## src/sv/mpric_ram.sv

```systemverilog
// Generic single-clock RAM: one write port, one read port, registered read.
// Depends on nothing.
`default_nettype none

module mpric_ram #(
    parameter int WIDTH = 8,
    parameter int DEPTH = 16,
    parameter int AW    = (DEPTH > 1) ? $clog2(DEPTH) : 1
) (
    input  wire logic             aclk,
    input  wire logic             we,
    input  wire logic [AW-1:0]    waddr,
    input  wire logic [WIDTH-1:0] wdata,
    input  wire logic             re,
    input  wire logic [AW-1:0]    raddr,
    output logic      [WIDTH-1:0] rdata
);

    logic [WIDTH-1:0] mem [DEPTH];

    always_ff @(posedge aclk) begin
        if (we) begin
            mem[waddr] <= wdata;
        end
        if (re) begin
            rdata <= mem[raddr];
        end
    end

endmodule

`default_nettype wire

```

## config.mk

```make
export PLATFORM = sky130hd
export DESIGN_NAME = mpric_ram
export DESIGN_NICKNAME = d
export VERILOG_FILES = /design/src/sv/mpric_ram.sv
export SDC_FILE = /design/constraint.sdc
export NUM_CORES = 1
export LEC_CHECK = 0
export ABC_AREA = 0
export BUFFER_PORTS_ARGS = -buffer_cell sky130_fd_sc_hd__buf_2
export CAP_MARGIN = 25
export CORE_MARGIN = 1
export CORE_UTILIZATION = 30
export CTS_CLUSTER_DIAMETER = 30
export DETAILED_ROUTE_END_ITERATION = 16
export GPL_TIMING_DRIVEN = 0
export MAX_ROUTING_LAYER = met4
export PLACE_DENSITY_LB_ADDON = 0.2
export SLEW_MARGIN = 20
export SYNTH_ARGS = -nofsm -noshare
export SYNTH_HDL_FRONTEND = slang
export SYNTH_SLANG_ARGS = --single-unit
export TNS_END_PERCENT = 100
```

## constraint.sdc

```tcl
create_clock -name aclk -period 1.8 [get_ports aclk]
set_clock_uncertainty 0.15 [all_clocks]
set_input_delay 0.27 -clock aclk [delete_from_list [all_inputs] [get_ports aclk]]
set_output_delay 0.27 -clock aclk [all_outputs]
set_load 0.05 [all_outputs]
```

==> results of run 1 <==
==> where the power goes <==
group	switching [mW]	total (mW)	internal, mW
clock network	1.25	3.82	2.57
registers	0.0143	3.58	3.57
logic	0.263	0.403	0.140
total	1.53	7.81	6.28
==> cell type report <==
type | count | area (um2) | share of cell area (%)
Sequential cell | 136 | 4080 | 64.6
Multi-Input combinational cell | 83 | 1090 | 17.3
Clock buffer | 17 | 425 | 6.73
Tap cell | 220 | 275 | 4.36
Clock inverter | 15 | 231 | 3.66
Timing Repair Buffer | 25 | 125 | 1.98
Buffer | 10 | 86.3 | 1.37
==> sequential cells by signal, summed over array words and instances, names as in the netlist <==
| name | flops |
|---|---|
| mem | 128 |
| rdata | 8 |
==> per-layer routing <==
metal,global-route usage (%),up-vias,part of all wire (%)
li1,-,1068,-
met1,18.8,1236,48
met2,19.2,73,45
met3,3.74,8,5.4
met4,4.99,0,1.1
met5,-,-,0
==> critical path, stage by stage <==
cell and delay (ps):
buf_2 110, or3b_2 560, nor2_1 680
==> worst min path at each step <==
stage                           to  cells past startpoint
5_1_grt         rdata[6]$_DFFE_PP_                      1
3_5_place_dp    rdata[7]$_DFFE_PP_                      1
3_3_place_gp    rdata[4]$_DFFE_PP_                      1
2_1_floorplan  mem[0][0]$_DFFE_PP_                      0
4_1_cts         rdata[6]$_DFFE_PP_                      1
6_report        rdata[3]$_DFFE_PP_                      1
==> cell usage after synthesis (all sizes together) <==
| master | number | area, um2 |
|---|---|---|
| a22oi | 16 | 120 |
| clkdlybuf4s25 | 3 | 30.0 |
| nor2 | 13 | 48.8 |
| nor3 | 4 | 20.0 |
| nand2b | 2 | 12.5 |
| mux4 | 32 | 773 |
| edfxtp | 136 | 4080 |
| nand3b | 2 | 15.0 |
| nand2 | 9 | 33.8 |
| nand3 | 1 | 5.00 |
| buf | 7 | 56.3 |
| or3b | 1 | 8.76 |
| nor2b | 1 | 6.26 |
| and2b | 1 | 7.51 |
| and2 | 1 | 6.26 |
==> cells by family after synthesis <==
| kind of cell | share of synthesized area [%] |
|---|---|
| AND/OR/NAND/NOR | 3.14 |
| multiplexers | 14.8 |
| buffers and inverters | 1.65 |
| flip-flops | 78.1 |
| AO/OA/AOI/OAI | 2.30 |
==> key figures, run 1 <==
Run status
  • Status: complete, no violations

Critical path
  • Crit path arrival time: 1630 ps
  • Reg-to-reg endpoint: rdata[1]$_DFFE_PP_
  • Critical Path Start: waddr[2]
  • CP endpoint: mem[1][3]$_DFFE_PP_
  • Reg2Reg Setup Slack: 100 ps
  • Worst-path maximum fanout: 8
  • CP Capture Type: flip-flop
  • Crit Path Category: in2reg
  • Worst endpoint required time: roughly 1700 ps
  • R2r startpoint: mem[5][1]$_DFFE_PP_
  • Reg2reg path depth: 3
  • Setup crit start kind: input pin

Placed design
  • Placed instance count: 474
  • IO buf count: 25
  • Placed cell area: 0.00565 mm2
  • Routability cong.: roughly 0.67
  • DP Wirelength: around 7 mm
  • DP Worst Slack: -393 ps

Drt
  • Routed via count: roughly 2400
  • Final wirelength: 10.9 mm
  • Residual DRC count: 0
  • Post-DRT Antenna Nets: 0
  • Routed length per instance: 21.5 um
  • Drt pass-1 iters: 5
  • Vias per cell: 4.71
  • Starting DRT DRC Count: 197

Final layout
  • Fin area: 0.00632 mm2
  • Leading cell type in the layout, fill and taps excluded: edfxtp_1
  • Final core occ: 37.6%
  • Layout Area Growth over Synthesis: 20.8%
  • Antenna cells: 0
  • Layout cell share with drive strength beyond 1: 31.5%
  • Most frequent cells in the layout: edfxtp_1, buf_2, mux4_2, clkbuf_16
  • Post-route insts no fill: 506
  • Final #Nets: between 200 and 300
  • Layout fillers: approximately 1600

Global routing
  • First-pass GRT wire length: 16.1 mm
  • Vias in the first global route: ~2500
  • GRT Total Usage: between 10% and 20%
  • Initial antenna violation count: 0
  • Total grt overflow: 0
  • Pin count of the biggest net entering global routing: 17

Timing
  • Slew headroom: 42.7%
  • Peak Freq: 575 MHz
  • Unrepaired setup endpoints after global routing: false
  • Hold Worst Slack: 37.2 ps
  • Period utilization: between 90% and 100%
  • Final min period: ~1700 ps
  • Setup tns final: 0 ps
  • Worst slew pin tran: 856 ps
  • Setup WS post-layout: 60.7 ps
  • Fin. Hold Viols: 0
  • Setup violations, final: 0
  • Final Slew Violations: 0

Logic synthesis
  • Syn nets: between 200 and 250
  • #FFs+latches synth: 136
  • Post-Syn Area: roughly 0.0052 mm2
  • Yosys warning total: 0
  • Synth unique cells: 18
  • Syn Area/Cell: roughly 23 um2
  • Post-synthesis sequential area ratio: 78.1%
  • Synth Instances: 229

Floorplan
  • Die Area: ~0.018 mm2
  • Die X: 134 um
  • Row count: 47
  • Starting density of the core: a little under a third
  • # IOs: 27
  • Die Span Y: between 100 and 150 um
  • Core area: around 0.017 mm2

Clocking
  • CTS hold repair buffers: 0
  • Clock sinks: 136
  • CTS resizes: 0
  • Setup Buffers After CTS: 0
  • CTS Buf Count: 17
  • H-tree depth: 4
  • Clock slew at reported path FFs: roughly 60 ps
  • Clk buf depth: 2
  • CTS tree: built
  • Skew-Pair Late Insertion Delay: slightly above 400 ps
  • Root buffer cell: clkbuf_16

Power
  • Maximum vdd drop: approximately 670 uV
  • Tot Pwr: 7.81 mW
  • PD cells: 1240 mW/mm2
  • Pleak: about 2.1 nW

Hold path
  • Hold WC Path Type: in2reg
  • Worst hold start: re

Flow run
  • Max Cap Violations: 0
Note: power is estimated with default switching activity, not from simulation.
==> inputs of run 2 (changes only) <==
--- a/config.mk
+++ b/config.mk
@@ -6,12 +6,13 @@
 export NUM_CORES = 1
 export LEC_CHECK = 0
 export ABC_AREA = 0
-export BUFFER_PORTS_ARGS = -buffer_cell sky130_fd_sc_hd__buf_2
 export CAP_MARGIN = 25
 export CORE_MARGIN = 1
-export CORE_UTILIZATION = 30
+export CORE_UTILIZATION = 56
 export CTS_CLUSTER_DIAMETER = 30
+export CTS_CLUSTER_SIZE = 30
 export DETAILED_ROUTE_END_ITERATION = 16
+export DONT_BUFFER_PORTS = 1
 export GPL_TIMING_DRIVEN = 0
 export MAX_ROUTING_LAYER = met4
 export PLACE_DENSITY_LB_ADDON = 0.2
==> key figures, run 2 (synthesis results as in run 1) <==
Critical path
  • Max incr delay on CP: 550 ps (-130 ps)
  • Crit Path Category: reg2reg
  • Reg2reg path depth: 3 (unchanged)
  • Worst endpoint required time: 1900 ps (+210 ps)
  • CP cell instances: mux4_1 > a22oi_1 > nand2_1
  • CP Capture Type: flip-flop
  • Slowest-stage cell, CP: mux4_1
  • Worst path buffer plus inverter count: 0 (-1)
  • Setup crit start kind: flip-flop
  • Crit path max-delay family: multiplexers
  • Worst-path maximum fanout: 1 (-7)
  • WP depth: 3 (unchanged)
  • Crit path arrival time: 1800 ps (+170 ps)

Final layout
  • Layout Area Growth over Synthesis: 14.4%
  • Layout cell share with drive strength beyond 1: 20.1% (-11 points)
  • Post-route insts no fill: 377 (-25%)
  • Most frequent cells in the layout: edfxtp_1, mux4_2, a22oi_1, clkbuf_16, mux4_1
  • Antenna cells: 0 (unchanged)
  • Top reg by flops: mem
  • Final #Nets: 278 (-4.8%)
  • Leading cell type in the layout, fill and taps excluded: edfxtp_1
  • Final core occ: 67.3% (+30 points)
  • Max FFs per register: 128 (unchanged)
  • Largest regs: mem (128), rdata (8)
  • Fin area: 0.00598 mm2 (-5.3%)

Power
  • Pleak: 1.95 nW (-5.8%)
  • Sw frac: 19.8% (+0.22 points)
  • Reg power frac: 53.3% (+7.4 points)
  • Psw: 1.35 mW (-11%)
  • Pint: 5.49 mW (-13%)
  • Tot Pwr: 6.84 mW (-12%)
  • Clk network pwr share: 42.2% (-6.8 points)
  • PD cells: 1140 mW/mm2 (-7.5%)
  • Combinational power share: 4.5% (-0.7 points)
  • Maximum vdd drop: 660 uV (-1.6%)

Timing
  • Slew headroom: 46.9% (+4.2 points)
  • Unrepaired setup endpoints after global routing: false
  • Final min period: 1710 ps (-32.0 ps)
  • Setup violations, final: 0 (unchanged)
  • Final Slew Violations: 0 (unchanged)
  • Hold Worst Slack: 52.4 ps (+15.2 ps)
  • Period utilization: 94.9% (-1.8 points)
  • Worst slew pin tran: 793 ps (-62.8 ps)
  • Peak Freq: 586 MHz (+1.9%)
  • Fin. Hold Viols: 0 (unchanged)

Clocking
  • Setup Buffers After CTS: 0 (unchanged)
  • Clock sinks: 136 (unchanged)
  • CTS Buf Count: 17 (unchanged)
  • Clock slew at reported path FFs: 50 ps (about the same)
  • Skew-Pair Late Insertion Delay: 500 ps (+90 ps)
  • Clk buf depth: 2 (unchanged)
  • H-tree depth: 4 (unchanged)
  • Root buffer cell: clkbuf_8
  • CTS tree: built

Drt
  • Post-DRT Antenna Nets: 0 (unchanged)
  • Starting DRT DRC Count: 346 (+76%)
  • Vias per cell: 6.29 (+33%)
  • Drt pass-1 iters: 4 (-1)
  • Routed length per instance: 25.1 um (+17%)
  • Routed via count: 2370 (-0.63%)
  • Final wirelength: 9.48 mm (-13%)
  • Residual DRC count: 0 (unchanged)

Global routing
  • GR Util met3: 6.31% (+2.6 points)
  • Met1 Use GR: 30.1% (+11 points)
  • Total grt overflow: 0 (unchanged)
  • First-pass GRT wire length: 13.9 mm (-14%)
  • Vias in the first global route: 2368 (-4.7%)
  • Initial antenna violation count: 0 (unchanged)
  • Pin count of the biggest net entering global routing: 17 (unchanged)
  • GRT Total Usage: 22.0% (+8.4 points)
  • Most crowded layer after global routing: met2
  • M2 GR Usage: 32.3% (+13 points)

Placed design
  • IO buf count: 0 (-100%)
  • DP Wirelength: 5.74 mm (-17%)
  • Placed cell area: 0.00538 mm2 (-4.7%)
  • Placed instance count: 337 (-29%)
  • Routability cong.: 0.726 (+8.1%)

Flow run
  • Max Cap Violations: 0 (unchanged)

Hold path
  • Hold WC Path Type: in2reg
  • Worst hold stages: 3 (+2)

Floorplan
  • Die X: 98.6 um (-26%)
  • Core area: 0.00889 mm2 (-47%)
  • Die Span Y: 98.6 um (-26%)
  • Row count: 34 (-28%)
  • Starting density of the core: 58.8% (+28 points)
  • # IOs: 27 (unchanged)
  • Die Area: 0.00972 mm2 (-46%)

Run status
  • Status: complete, no violations
-- run 2: cell types whose count changed in the layout (fill, tap and decap cells not counted), moves of 2 or more --
cell	delta
clkinvlp_4	-4
a22oi_2	-2
buf_2	-25
bufinv_16	-5
a22oi_1	+2
dlygate4sd3_1	+11
clkbuf_1	+5
-- run 2: power by group through the flow --
stage / Clock (mW) / Sequential, mW / Combinational (mW)
after floorplan: 0 / 3.70 / 0.180
after global placement: 0 / 3.70 / 0.240
after detailed placement: 0 / 3.71 / 0.243
after CTS: 2.91 / 3.65 / 0.312
after global routing: 3.03 / 3.65 / 0.328
final: 2.88 / 3.65 / 0.310
-- run 2: worst reg2reg max path: stages, from the launching register on --
cell      delay, ps
edfxtp_1        370
mux4_1          550
a22oi_1         300
nand2_1          90
-- run 2: layout make-up --
| cell class | count | area [um2] |
|---|---|---|
| buffer | 10 | 86.3 |
| tap | 108 | 135 |
| clock buffer | 22 | 433 |
| clock inverter | 7 | 56.3 |
| sequential | 136 | 4080 |
| timing repair buffer | 11 | 110 |
| multi-input combinational | 83 | 1080 |
| fill | 555 | 2910 |
-- run 2: routing by layer --
| layer | part of all wire, % | wire, um |
|---|---|---|
| met1 | 43 | 4070 |
| met4 | 1.2 | 118 |
| met2 | 48 | 4520 |
| met3 | 8.1 | 769 |
| met5 | 0 | 0 |
-- run 2: through the flow --
step | setup slack [ps] | setup TNS, ps
6_report | 92.7 | 0
5_1_grt | 84.1 | 0
4_1_cts | 95.6 | 0
3_5_place_dp | -178 | -5740
3_3_place_gp | -275 | -10680
2_1_floorplan | 97.6 | 0
-- run 2: worst paths after layout --
check                       startpoint                 end  slack [ps]
hold / removal                raddr[1]  rdata[0]$_DFFE_PP_          50
setup reg to reg   mem[4][1]$_DFFE_PP_  rdata[1]$_DFFE_PP_          90
setup / recovery   mem[4][1]$_DFFE_PP_  rdata[1]$_DFFE_PP_          90
hold reg to reg   mem[11][4]$_DFFE_PP_  rdata[4]$_DFFE_PP_         600
-- run 2: repair_timing --
| item | in CTS | in global routing |
|---|---|---|
| gates resized for setup | 0 | 0 |
| hold buffers | 11 | 0 |
| hold endpoints to repair | 168 | 0 |
